### config.mk
export PLATFORM = sky130hd
export DESIGN_NAME = software_timer_bank_top
export DESIGN_NICKNAME = d
export VERILOG_FILES = /design/src/rtl/tsb_pkg.sv /design/src/rtl/tsb_cell.sv /design/src/rtl/tsb_proc.sv /design/src/rtl/tsb_seq.sv /design/src/rtl/software_timer_bank_top.sv
export SDC_FILE = /design/constraint.sdc
export NUM_CORES = 2
export LEC_CHECK = 0
export BUFFER_PORTS_ARGS = -buffer_cell sky130_fd_sc_hd__buf_2
export CAP_MARGIN = 5
export CORE_MARGIN = 3
export CORE_UTILIZATION = 56
export DETAILED_ROUTE_END_ITERATION = 16
export PLACE_DENSITY_LB_ADDON = 0.25
export SLEW_MARGIN = 10
export SYNTH_ARGS = -nofsm -noshare
export SYNTH_HDL_FRONTEND = slang
export SYNTH_SLANG_ARGS = --single-unit
export TNS_END_PERCENT = 30
### constraint.sdc
create_clock -name clk -period 67.3 [get_ports clk]
set_input_delay 10.095 -clock clk [delete_from_list [all_inputs] [get_ports clk]]
set_output_delay 10.095 -clock clk [all_outputs]
set_load 0.05 [all_outputs]
### src/rtl/tsb_pkg.sv
// ----------------------------------------------------------------------------
// tsb_pkg
// types, codes and constants shared by the timer bank modules
// ----------------------------------------------------------------------------
package tsb_pkg;

  localparam int NUM_SLOTS_DEF = 32;
  localparam int MAX_RESULTS   = 32;
  localparam int CNT_W         = $clog2(MAX_RESULTS + 1);

  // request operation codes
  localparam logic [2:0] OP_TICK   = 3'd0;
  localparam logic [2:0] OP_ADD    = 3'd1;
  localparam logic [2:0] OP_DELETE = 3'd2;
  localparam logic [2:0] OP_START  = 3'd3;
  localparam logic [2:0] OP_STOP   = 3'd4;

  // result event codes
  localparam logic [2:0] EV_FIRED   = 3'd0;
  localparam logic [2:0] EV_NOFIRE  = 3'd1;
  localparam logic [2:0] EV_ADDED   = 3'd2;
  localparam logic [2:0] EV_FULL    = 3'd3;
  localparam logic [2:0] EV_DELETED = 3'd4;
  localparam logic [2:0] EV_NOTUSED = 3'd5;
  localparam logic [2:0] EV_ACK     = 3'd6;

  typedef struct packed {
    logic [2:0]  operation;
    logic [31:0] period;
    logic [15:0] repeat_total;
    logic [15:0] action_tag;
    logic [4:0]  target_slot;
  } req_t;

  typedef struct packed {
    logic [2:0]  event_res;
    logic [4:0]  slot;
    logic [15:0] tag_out;
    logic        expired;
    logic        last;
  } res_t;

  // one timer slot as it travels round the ring
  typedef struct packed {
    logic        used;
    logic [31:0] period;
    logic [31:0] remaining;
    logic [15:0] repeats;
    logic [15:0] tag;
  } slot_t;

  typedef enum logic [1:0] {
    WALK_TICK,
    WALK_ADD,
    WALK_DEL,
    WALK_STOP
  } walk_t;

  typedef struct packed {
    walk_t       mode;
    logic        add_free;
    logic        del_hit;
    logic [31:0] period;
    logic [15:0] repeat_total;
    logic [15:0] action_tag;
  } proc_ctl_t;

  typedef struct packed {
    logic        fire;
    logic        expired;
    logic [15:0] tag;
    logic        claim;
    logic        hit;
  } proc_stat_t;

endpackage

### src/rtl/tsb_cell.sv
// ----------------------------------------------------------------------------
// tsb_cell
// one ring cell holding a timer slot, loads its neighbor on each shift
// ----------------------------------------------------------------------------
module tsb_cell (
  input  logic          clk,
  input  logic          rst,
  input  logic          shift,
  input  tsb_pkg::slot_t d,
  output tsb_pkg::slot_t q
);
  import tsb_pkg::*;

  logic        used;
  logic [31:0] period;
  logic [31:0] remaining;
  logic [15:0] repeats;
  logic [15:0] tag;

  always_ff @(posedge clk) begin
    if (rst) begin
      used <= 1'b0;
    end else if (shift) begin
      used <= d.used;
    end
  end

  // payload needs no reset
  always_ff @(posedge clk) begin
    if (shift) begin
      period    <= d.period;
      remaining <= d.remaining;
      repeats   <= d.repeats;
      tag       <= d.tag;
    end
  end

  assign q = '{used: used, period: period, remaining: remaining,
               repeats: repeats, tag: tag};

endmodule

### src/rtl/tsb_proc.sv
// ----------------------------------------------------------------------------
// tsb_proc
// updates the slot at the head of the ring before it re-enters the tail
// ----------------------------------------------------------------------------
module tsb_proc (
  input  tsb_pkg::slot_t     cur,
  input  tsb_pkg::proc_ctl_t ctl,
  output tsb_pkg::slot_t     nxt,
  output tsb_pkg::proc_stat_t stat
);
  import tsb_pkg::*;

  logic [31:0] rem_dec;

  assign rem_dec = cur.remaining - 32'd1;

  always_comb begin
    nxt  = cur;
    stat = '0;
    unique case (ctl.mode)
      WALK_TICK: begin
        if (cur.used) begin
          if (rem_dec == 32'd0) begin
            nxt.remaining = cur.period;
            stat.fire     = 1'b1;
            stat.tag      = cur.tag;
            if (cur.repeats != 16'd0) begin
              nxt.repeats = cur.repeats - 16'd1;
              // last repeat used up: slot goes free
              if (cur.repeats == 16'd1) begin
                nxt.used     = 1'b0;
                stat.expired = 1'b1;
              end
            end
          end else begin
            nxt.remaining = rem_dec;
          end
        end
      end
      WALK_ADD: begin
        if (ctl.add_free && !cur.used) begin
          nxt.used      = 1'b1;
          nxt.period    = ctl.period;
          nxt.remaining = ctl.period;
          nxt.repeats   = ctl.repeat_total;
          nxt.tag       = ctl.action_tag;
          stat.claim    = 1'b1;
        end
      end
      WALK_DEL: begin
        if (ctl.del_hit && cur.used) begin
          nxt.used      = 1'b0;
          nxt.period    = 32'd0;
          nxt.remaining = 32'd0;
          stat.hit      = 1'b1;
        end
      end
      WALK_STOP: begin
        if (cur.used) begin
          nxt.remaining = 32'd0;
        end
      end
      default: begin
        nxt = cur;
      end
    endcase
  end

endmodule

### src/rtl/tsb_seq.sv
// ----------------------------------------------------------------------------
// tsb_seq
// request sequencer: steps the ring once around and forms the results
// ----------------------------------------------------------------------------
module tsb_seq #(
  parameter int NUM_SLOTS = tsb_pkg::NUM_SLOTS_DEF
) (
  input  logic                clk,
  input  logic                rst,
  input  logic                start,
  output logic                busy,
  input  tsb_pkg::req_t       req,
  input  tsb_pkg::proc_stat_t stat,
  output logic                shift,
  output tsb_pkg::proc_ctl_t  ctl,
  output logic                strobe,
  output tsb_pkg::res_t       res
);
  import tsb_pkg::*;

  localparam int IDX_W = (NUM_SLOTS > 1) ? $clog2(NUM_SLOTS) : 1;
  localparam logic [IDX_W-1:0] IDX_LAST = IDX_W'(NUM_SLOTS - 1);

  typedef enum logic [1:0] {
    S_IDLE,
    S_WALK,
    S_DONE
  } state_t;

  state_t           state;
  logic             running;
  walk_t            mode;
  logic [31:0]      per_q;
  logic [15:0]      rep_q;
  logic [15:0]      tag_q;
  logic [4:0]       tgt_q;
  logic [IDX_W-1:0] idx;
  logic             found;
  logic [4:0]       found_slot;
  logic             del_ok;
  logic             pend_valid;
  res_t             pend;
  logic [CNT_W-1:0] cnt;
  logic [6:0]       idx_wide;
  logic [4:0]       idx_slot;

  assign idx_wide = 7'(idx);
  assign idx_slot = idx_wide[4:0];

  assign busy  = (state != S_IDLE);
  assign shift = (state == S_WALK);

  always_comb begin
    ctl.mode         = mode;
    ctl.add_free     = !found;
    ctl.del_hit      = (idx_wide == 7'(tgt_q));
    ctl.period       = per_q;
    ctl.repeat_total = rep_q;
    ctl.action_tag   = tag_q;
  end

  always_ff @(posedge clk) begin
    if (rst) begin
      state      <= S_IDLE;
      running    <= 1'b0;
      strobe     <= 1'b0;
      pend_valid <= 1'b0;
      found      <= 1'b0;
      del_ok     <= 1'b0;
      idx        <= '0;
      cnt        <= '0;
      mode       <= WALK_TICK;
    end else begin
      strobe <= 1'b0;
      unique case (state)
        S_IDLE: begin
          if (start) begin
            per_q      <= req.period;
            rep_q      <= req.repeat_total;
            tag_q      <= req.action_tag;
            tgt_q      <= req.target_slot;
            idx        <= '0;
            found      <= 1'b0;
            del_ok     <= 1'b0;
            pend_valid <= 1'b0;
            cnt        <= '0;
            unique case (req.operation)
              OP_TICK: begin
                if (running) begin
                  mode  <= WALK_TICK;
                  state <= S_WALK;
                end else begin
                  strobe <= 1'b1;
                  res    <= '{EV_NOFIRE, 5'd0, 16'd0, 1'b0, 1'b1};
                end
              end
              OP_ADD: begin
                mode  <= WALK_ADD;
                state <= S_WALK;
              end
              OP_DELETE: begin
                mode  <= WALK_DEL;
                state <= S_WALK;
              end
              OP_START: begin
                running <= 1'b1;
                strobe  <= 1'b1;
                res     <= '{EV_ACK, 5'd0, 16'd0, 1'b0, 1'b1};
              end
              OP_STOP: begin
                running <= 1'b0;
                mode    <= WALK_STOP;
                state   <= S_WALK;
              end
              default: begin
                strobe <= 1'b1;
                res    <= '{EV_ACK, 5'd0, 16'd0, 1'b0, 1'b1};
              end
            endcase
          end
        end
        S_WALK: begin
          if (stat.claim) begin
            found      <= 1'b1;
            found_slot <= idx_slot;
          end
          if (stat.hit) begin
            del_ok <= 1'b1;
          end
          // hold one firing back so the final one can carry last
          if (stat.fire && (cnt < CNT_W'(MAX_RESULTS))) begin
            pend       <= '{EV_FIRED, idx_slot, stat.tag, stat.expired, 1'b0};
            pend_valid <= 1'b1;
            cnt        <= cnt + CNT_W'(1);
            if (pend_valid) begin
              strobe <= 1'b1;
              res    <= pend;
            end
          end
          if (idx == IDX_LAST) begin
            idx   <= '0;
            state <= S_DONE;
          end else begin
            idx <= idx + IDX_W'(1);
          end
        end
        S_DONE: begin
          state  <= S_IDLE;
          strobe <= 1'b1;
          unique case (mode)
            WALK_TICK: begin
              if (pend_valid) begin
                res <= '{pend.event_res, pend.slot, pend.tag_out, pend.expired, 1'b1};
              end else begin
                res <= '{EV_NOFIRE, 5'd0, 16'd0, 1'b0, 1'b1};
              end
            end
            WALK_ADD: begin
              if (found) begin
                res <= '{EV_ADDED, found_slot, 16'd0, 1'b0, 1'b1};
              end else begin
                res <= '{EV_FULL, 5'd0, 16'd0, 1'b0, 1'b1};
              end
            end
            WALK_DEL: begin
              if (del_ok) begin
                res <= '{EV_DELETED, tgt_q, 16'd0, 1'b0, 1'b1};
              end else begin
                res <= '{EV_NOTUSED, tgt_q, 16'd0, 1'b0, 1'b1};
              end
            end
            WALK_STOP: begin
              res <= '{EV_ACK, 5'd0, 16'd0, 1'b0, 1'b1};
            end
            default: begin
              res <= '{EV_ACK, 5'd0, 16'd0, 1'b0, 1'b1};
            end
          endcase
          pend_valid <= 1'b0;
        end
        default: begin
          state <= S_IDLE;
        end
      endcase
    end
  end

endmodule

### src/rtl/software_timer_bank_top.sv
// ----------------------------------------------------------------------------
// software_timer_bank_top
// bank of periodic timer slots kept in a rotating ring of cells
// ----------------------------------------------------------------------------
//  channel   | handshake         | payload | direction
//  ----------+-------------------+---------+----------
//  request   | start / busy      | req     | in
//  result    | strobe            | res     | out
//
//  tick while running, add, delete and stop: busy while the ring turns once
//    past the update cell, slot by slot, and then through the closing state
//    that forms the closing result; firings come out while the ring turns
//  tick while stopped, start and unknown operations: result in the next
//    cycle, busy stays low
//  reset is synchronous: clears the used bits, the running flag and the
//    sequencer; slot payload is left as is
//  each result shows for one cycle only, the receiver cannot hold it off
// ----------------------------------------------------------------------------
module software_timer_bank_top #(
  parameter int NUM_SLOTS = tsb_pkg::NUM_SLOTS_DEF
) (
  input  logic           clk,
  input  logic           rst,
  input  logic           start,
  output logic           busy,
  input  tsb_pkg::req_t  req,
  output logic           strobe,
  output tsb_pkg::res_t  res
);
  import tsb_pkg::*;

  // ring of slot cells, cell 0 is the head that passes through the update
  slot_t      ring_q [NUM_SLOTS];
  slot_t      ring_d [NUM_SLOTS];
  slot_t      head_next;
  logic       shift;
  proc_ctl_t  ctl;
  proc_stat_t stat;

  // sequencer: takes the request, turns the ring, forms results
  tsb_seq #(
    .NUM_SLOTS(NUM_SLOTS)
  ) u_seq (
    .clk   (clk),
    .rst   (rst),
    .start (start),
    .busy  (busy),
    .req   (req),
    .stat  (stat),
    .shift (shift),
    .ctl   (ctl),
    .strobe(strobe),
    .res   (res)
  );

  // update cell sitting between head and tail of the ring
  tsb_proc u_proc (
    .cur (ring_q[0]),
    .ctl (ctl),
    .nxt (head_next),
    .stat(stat)
  );

  // each cell takes its upper neighbor, the tail takes the updated head
  for (genvar k = 0; k < NUM_SLOTS; k++) begin : g_ring
    if (k == NUM_SLOTS - 1) begin : g_tail
      assign ring_d[k] = head_next;
    end else begin : g_mid
      assign ring_d[k] = ring_q[k+1];
    end
    tsb_cell u_cell (
      .clk  (clk),
      .rst  (rst),
      .shift(shift),
      .d    (ring_d[k]),
      .q    (ring_q[k])
    );
  end

endmodule

# Word level (Yosys, flattened, before mapping)
# Cells that the tools add are included.
# W data, S select, Z words.
[word_totals]
regBits = 3246
inputBits = 75
out_inout_bits = 28
elab_cells = 303
[op_classes]
addsub = 4
order_cmp = 1
n_eq_ne = 23
n_mux = 62
bitwise = 1
n_reduce_logical = 30
[ops]
columns = ["cell", "n"]
rows = [
  ["$pmux W32 S4", 1],
  ["$mux W26", 4],
  ["$pmux W26 S4", 1],
  ["$mux W97", 1],
  ["$pmux W26 S3", 1],
  ["$mux W24", 3],
  ["$mux W65", 1],
  ["$mux W32", 2],
  ["$pmux W32 S2", 1],
  ["$mux W18", 3],
  ["$pmux W26 S2", 1],
  ["$mux W16", 3],
  ["$mux W48", 1],
  ["$logic_not A32 Y1", 1],
  ["$pmux W16 S2", 1],
  ["$sub A32 B1 Y32 const B", 1],
  ["$reduce_and A3 Y1", 9],
  ["$mux W1", 18],
  ["$eq A16 B1 Y1 const B", 1],
  ["$reduce_bool A16 Y1", 1],
  ["$sub A16 B1 Y16 const B", 1],
  ["$ne A2 B2 Y1 const B", 7],
  ["$mux W6", 2],
  ["$pmux W6 S2", 1],
  ["32 further kinds", 55],
]

# Logic depth before layout (Yosys ltp)
[logic_depth]
word_depth = 9
mapped_depth = 12
ltp_nobuf = 9

# Hierarchy
# A second synthesis with hierarchy kept.
[unflattened]
hier_cells = 4309
hier_area_um2 = 103125.2
[by_module_without_submodules]
columns = ["module", "instances", "cells_each", "area_per_inst_um2", "seq_area_each_um2"]
rows = [
  ["tsb_cell", 32, 100, 2924.1, 2902.8],
  ["tsb_seq", 1, 308, 5142.4, 4063.9],
  ["tsb_proc", 1, 801, 4413.0, 0.0],
]

# Least setup slack after synthesis
# OpenSTA, ideal clock, no wires.
[synth_path]
kind = "register -> register"
from = "register u_seq.state[0]"
to = "register u_seq.pend[10] in the netlist's numbering (enable)"
setup_ns = 0.429
t_arrival_ns = 73.810
required_time_ns = 66.871
path_slack_ns = -6.939
stages_incl_launch_ff = 6
n_path_buf = 2
synth_period_minus_slack_ns = 74.239
path_cell_list = "dfxtp_1 > ha_1 > clkbuf_1 > clkbuf_1 > nand2b_1 > nor3_1"
[synth_between]
elab_chain_cells = 2
[synth_rtl]
columns = ["item", "line", "rtl"]
rows = [
  ["start, declared", "tsb_seq.sv:30", "state_t state;"],
  ["start signal, assigned", "tsb_seq.sv:64", "state <= S_IDLE;"],
  ["start signal, assigned", "tsb_seq.sv:91", "state <= S_WALK;"],
  ["start signal, assigned", "tsb_seq.sv:99", "state <= S_WALK;"],
  ["$eq A2 B1 Y1", "--", ""],
  ["via g_ring[0].u_cell.shift", "tsb_cell.sv:8", "input logic shift,"],
  ["$reduce_and A3 Y1 (no source line)", "--", ""],
  ["end signal, assigned", "tsb_seq.sv:132", "pend <= '{EV_FIRED, idx_slot, stat.tag, stat.expired, 1'b0};"],
  ["end, declared", "tsb_seq.sv:42", "res_t pend;"],
]
# The timed path passes the listed nets, and every way through them passes these cells.
# A chain may end at the register's enable or synchronous reset.

# Worst setup path after layout
[layout_path]
from = "register u_seq.state[0]"
to = "output busy"
[layout_between]
elab_chain_cells = 1
[layout_rtl]
columns = ["item", "line", "rtl"]
rows = [
  ["$reduce_bool A2 Y1", "tsb_seq.sv:50", "assign busy = (state != S_IDLE);"],
  ["end, declared", "software_timer_bank_top.sv:25", "output logic busy,"],
]
# Every way passes these cells.

==> results.yml <==
status:
  status: "complete, no violations"
synth:
  syn_nets: 4370
  synth-warning-count: 0
  synth_cells: 4278
  ys_seq_elements: 3246
  yosysUniqueCellTypes: 84
  syn_area_per_cell_um2: 24.1
  yosysSeqAreaShare: 0.941
  syn-cell-area_um2: 103000
  synth-main-ff-cell: "edfxtp_1"
  synth-edff-count: 3194
  async_flop_share: 0
clock_tree:
  clock-sinks: 3246
  cts-htree-levels: 5
  cts_made_buffers: 318
  cts_tree: "built"
  root_buffer: "clkbuf_16"
  postCtsResizedCells: 0
  hold_buffers: 0
  clk_latency_ns: 0.92
  clock_path_buffers: 4
  post_cts_buffers: 0
  path_clk_slew_ns: 0.06
setup_path:
  crit_cells: 4
  crit_buf_inv: 3
  crit_required_ns: 57.21
  crit_slowest_cell: "dfxtp_1"
  rr_worst_depth: 8
  worstSetupEndpointType: "output port"
  critical_path_class: "flop to output port"
  path_delay_family: "buffers and inverters"
  cpMostUsedCell: "inv_1"
  cpPeakStageDelay_ns: 0.44
  startpoint_type: "flop"
  critPathArrivalTime_ns: 2.17
  path_max_fanout: 9
  path_cells: "inv_1 -> ha_1 -> inv_1 -> buf_2"
cells_and_area:
  fillers: 11900
  fin_nets: 4755
  drive_gt1_frac: 0.124
  fin_util: 0.640
  areaGrowthSynthToFinish_pct: 12.9
hold_path:
  min_path_type: "flop to flop"
  hold_path_depth: 0
pwr:
  powerDensity_nw_per_um2: 35.4
  swShare: 0.193
  internal_power_mw: 3.32
  p_switching_mw: 0.795
  p_leak_nw: 37.1
  worst_ir_drop_vdd_uv: 26.6
  power.share.combinational: 0.023
  clock_power_share: 0.398
  power_frac_seq: 0.580
sta:
  report.final.setup_viol: 0
  drv_slew: 0
  fin_crit_ns: 12.26
  worstMarginPinSlew_ns: 1.21
  fin_skew_ns: 0.0610
  fin_crit_sh: 0.182
  maxSlewHeadroom: 0.193
  max_freq_mhz: 81.5
  rsz0062_at_grt: "false"
  hold_violations: 0
  fin_tns_setup_ns: 0
drt:
  via_per_inst: 5.33
  vias: 39100
  wl_per_cell_um: 20.4
  drc_errors: 0
  drtIter0Drc: 3942
  drt-total-wl_um: 150000
  dr.pass1.iters: 6
  antenna_left: 0
flow_run:
  drv_cap: 0
place:
  dpl.hpwl_um: 80100
  place_congestion: 0.852
  port-buffer-count: 102
global_route:
  grt_pass1_vias: 37700
  grt.total_usage: 0.158
  overflow: 0
  grt_max_degree: 207
  grt_first_pass_wirelength_um: 227000
  antenna_found_initial: 8
die:
  die_w_um: 435
  core_region_area_um2: 182000
  pin_count: 103
  rows: 156
  dieArea_um2: 189000
  fp.dieH_um: 435
  initial_core_util: 0.567
[logic make-up after synthesis]
kind of cell               Yosys count  share of synthesized area
xor gates and xnor gates            22                    0.00187
and+or+nand+nor                    525                     0.0251
muxes                               56                    0.00563
DFF                               3246                      0.941
AOI/OAI and AO/OA                  289                     0.0200
buffers and inverters              123                    0.00473
adders and majority gates           17                    0.00206
[synth_stat cells (all sizes together), types with 6 or more instances]
cell / n / area, µm²
a211oi: 21 / 163
a21oi: 52 / 264
a221oi: 42 / 368
a22oi: 9 / 67.6
a31oi: 12 / 75.1
a32oi: 7 / 61.3
and2: 44 / 275
and3: 7 / 43.8
buf: 24 / 116
clkbuf: 70 / 263
dfxtp: 52 / 1040
edfxtp: 3194 / 95900
ha: 17 / 213
inv: 28 / 105
mux2: 16 / 180
mux2i: 40 / 400
nand2: 150 / 563
nand2b: 8 / 50.1
nand3: 65 / 330
nand4: 19 / 140
nor2: 140 / 526
nor3: 30 / 160
nor4: 18 / 158
o211ai: 16 / 120
o21ai: 69 / 345
o2bb2ai: 7 / 61.3
or3: 10 / 62.6
xnor2: 16 / 140
xor2: 6 / 52.6
[worst register-to-register path, cell delays in order (launching register included)]
cell and delay [ns]:
dfxtp_1 0.34, inv_1 0.15, ha_4 0.74, buf_4 0.86, buf_4 0.87, buf_12 0.73, buf_4 1.15, buf_4 0.88
buf_4 1.02
[placed cells by master, fill, tap and decap left out, types with 5 or more instances in the layout]
master	instances
nor4_1	15
clkinv_1	63
bufinv_16	20
a31oi_1	12
buf_2	102
and4_1	5
o211ai_1	16
nand2b_1	8
inv_6	7
clkbuf_16	324
xnor2_1	16
nor2_1	138
nor3_1	26
o311a_1	5
or4_1	5
a211oi_1	19
nand2_1	150
inv_1	28
xor2_1	6
mux2i_1	40
o21ai_0	67
clkinvlp_4	7
o2bb2ai_1	7
clkinv_2	38
buf_4	54
nand4_1	17
dfxtp_1	52
a32oi_1	7
a22oi_1	9
or3_1	10
nand3_1	64
ha_1	14
edfxtp_1	3194
and3_1	7
clkbuf_1	72
mux2_2	16
a21oi_1	51
and2_1	44
a221oi_1	42
[per-layer routing]
layer  wire length [µm]  global-route usage  up-vias
met5                  7                   0        -
met4               6370              0.0743        2
met3               7570              0.0315      389
met2              66000               0.219      999
met1              69600               0.244    19800
li1                   -                   -    17900
[per-stage QoR]
step,total power [mW],area (µm²),std cells,setup WS (ns),hold slack [ns]
after floorplan,2.69,103000,4278,26.59,0.400
after global placement,2.52,107000,6792,54.89,0.400
after global routing,4.27,116000,7328,54.91,0.377
final,4.12,116000,7330,55.04,0.373
after CTS,4.17,116000,7327,54.97,0.373
after detailed placement,2.52,107000,6792,54.75,0.405
[area by class of cell]
type / count / area (µm²) / share of cell area
Tap cell: 2449 / 3060 / 0.0263
Multi-Input combinational cell: 909 / 5700 / 0.0490
Inverter: 29 / 109 / 0.000935
Clock buffer: 396 / 8380 / 0.0720
Clock inverter: 139 / 1190 / 0.0102
Sequential cell: 3246 / 97000 / 0.833
Antenna cell: 3 / 7.51 / 0.0000645
Timing Repair Buffer: 159 / 976 / 0.00839
[registers in the layout, indices dropped and copies added (netlist names), 2 cells and up]
register	count
g_ring.u_cell.tag	512
u_seq.rep_q	16
g_ring.u_cell.period	1024
g_ring.u_cell.used	32
u_seq.found_slot	5
u_seq.cnt	6
u_seq.res	26
g_ring.u_cell.repeats	512
g_ring.u_cell.remaining	1024
u_seq.tgt_q	5
u_seq.per_q	32
u_seq.tag_q	16
u_seq.mode	2
u_seq.pend	22
u_seq.state	2
u_seq.idx	5
[final timing paths]
path,startpoint,end,slack (ns)
hold / removal,g_ring[22].u_cell.remaining[23]$_DFFE_PP_,g_ring[21].u_cell.remaining[23]$_DFFE_PP_,0.37
hold reg to reg,g_ring[22].u_cell.remaining[23]$_DFFE_PP_,g_ring[21].u_cell.remaining[23]$_DFFE_PP_,0.37
setup / recovery,u_seq.state[0]$_SDFFE_PP0P_,busy,55.04
setup reg to reg,u_seq.state[1]$_SDFFE_PP0P_,g_ring[7].u_cell.period[10]$_DFFE_PP_,60.11
[power groups by stage]
stage	sequential, mW	combinational (mW)	clock, mW
3_3_place_gp	2.42	0.0918	0
2_1_floorplan	2.63	0.0618	0
3_5_place_dp	2.43	0.0947	0
5_1_grt	2.40	0.103	1.77
6_report	2.39	0.0927	1.64
4_1_cts	2.39	0.0942	1.69
Note: power is estimated with default switching activity, not from simulation.
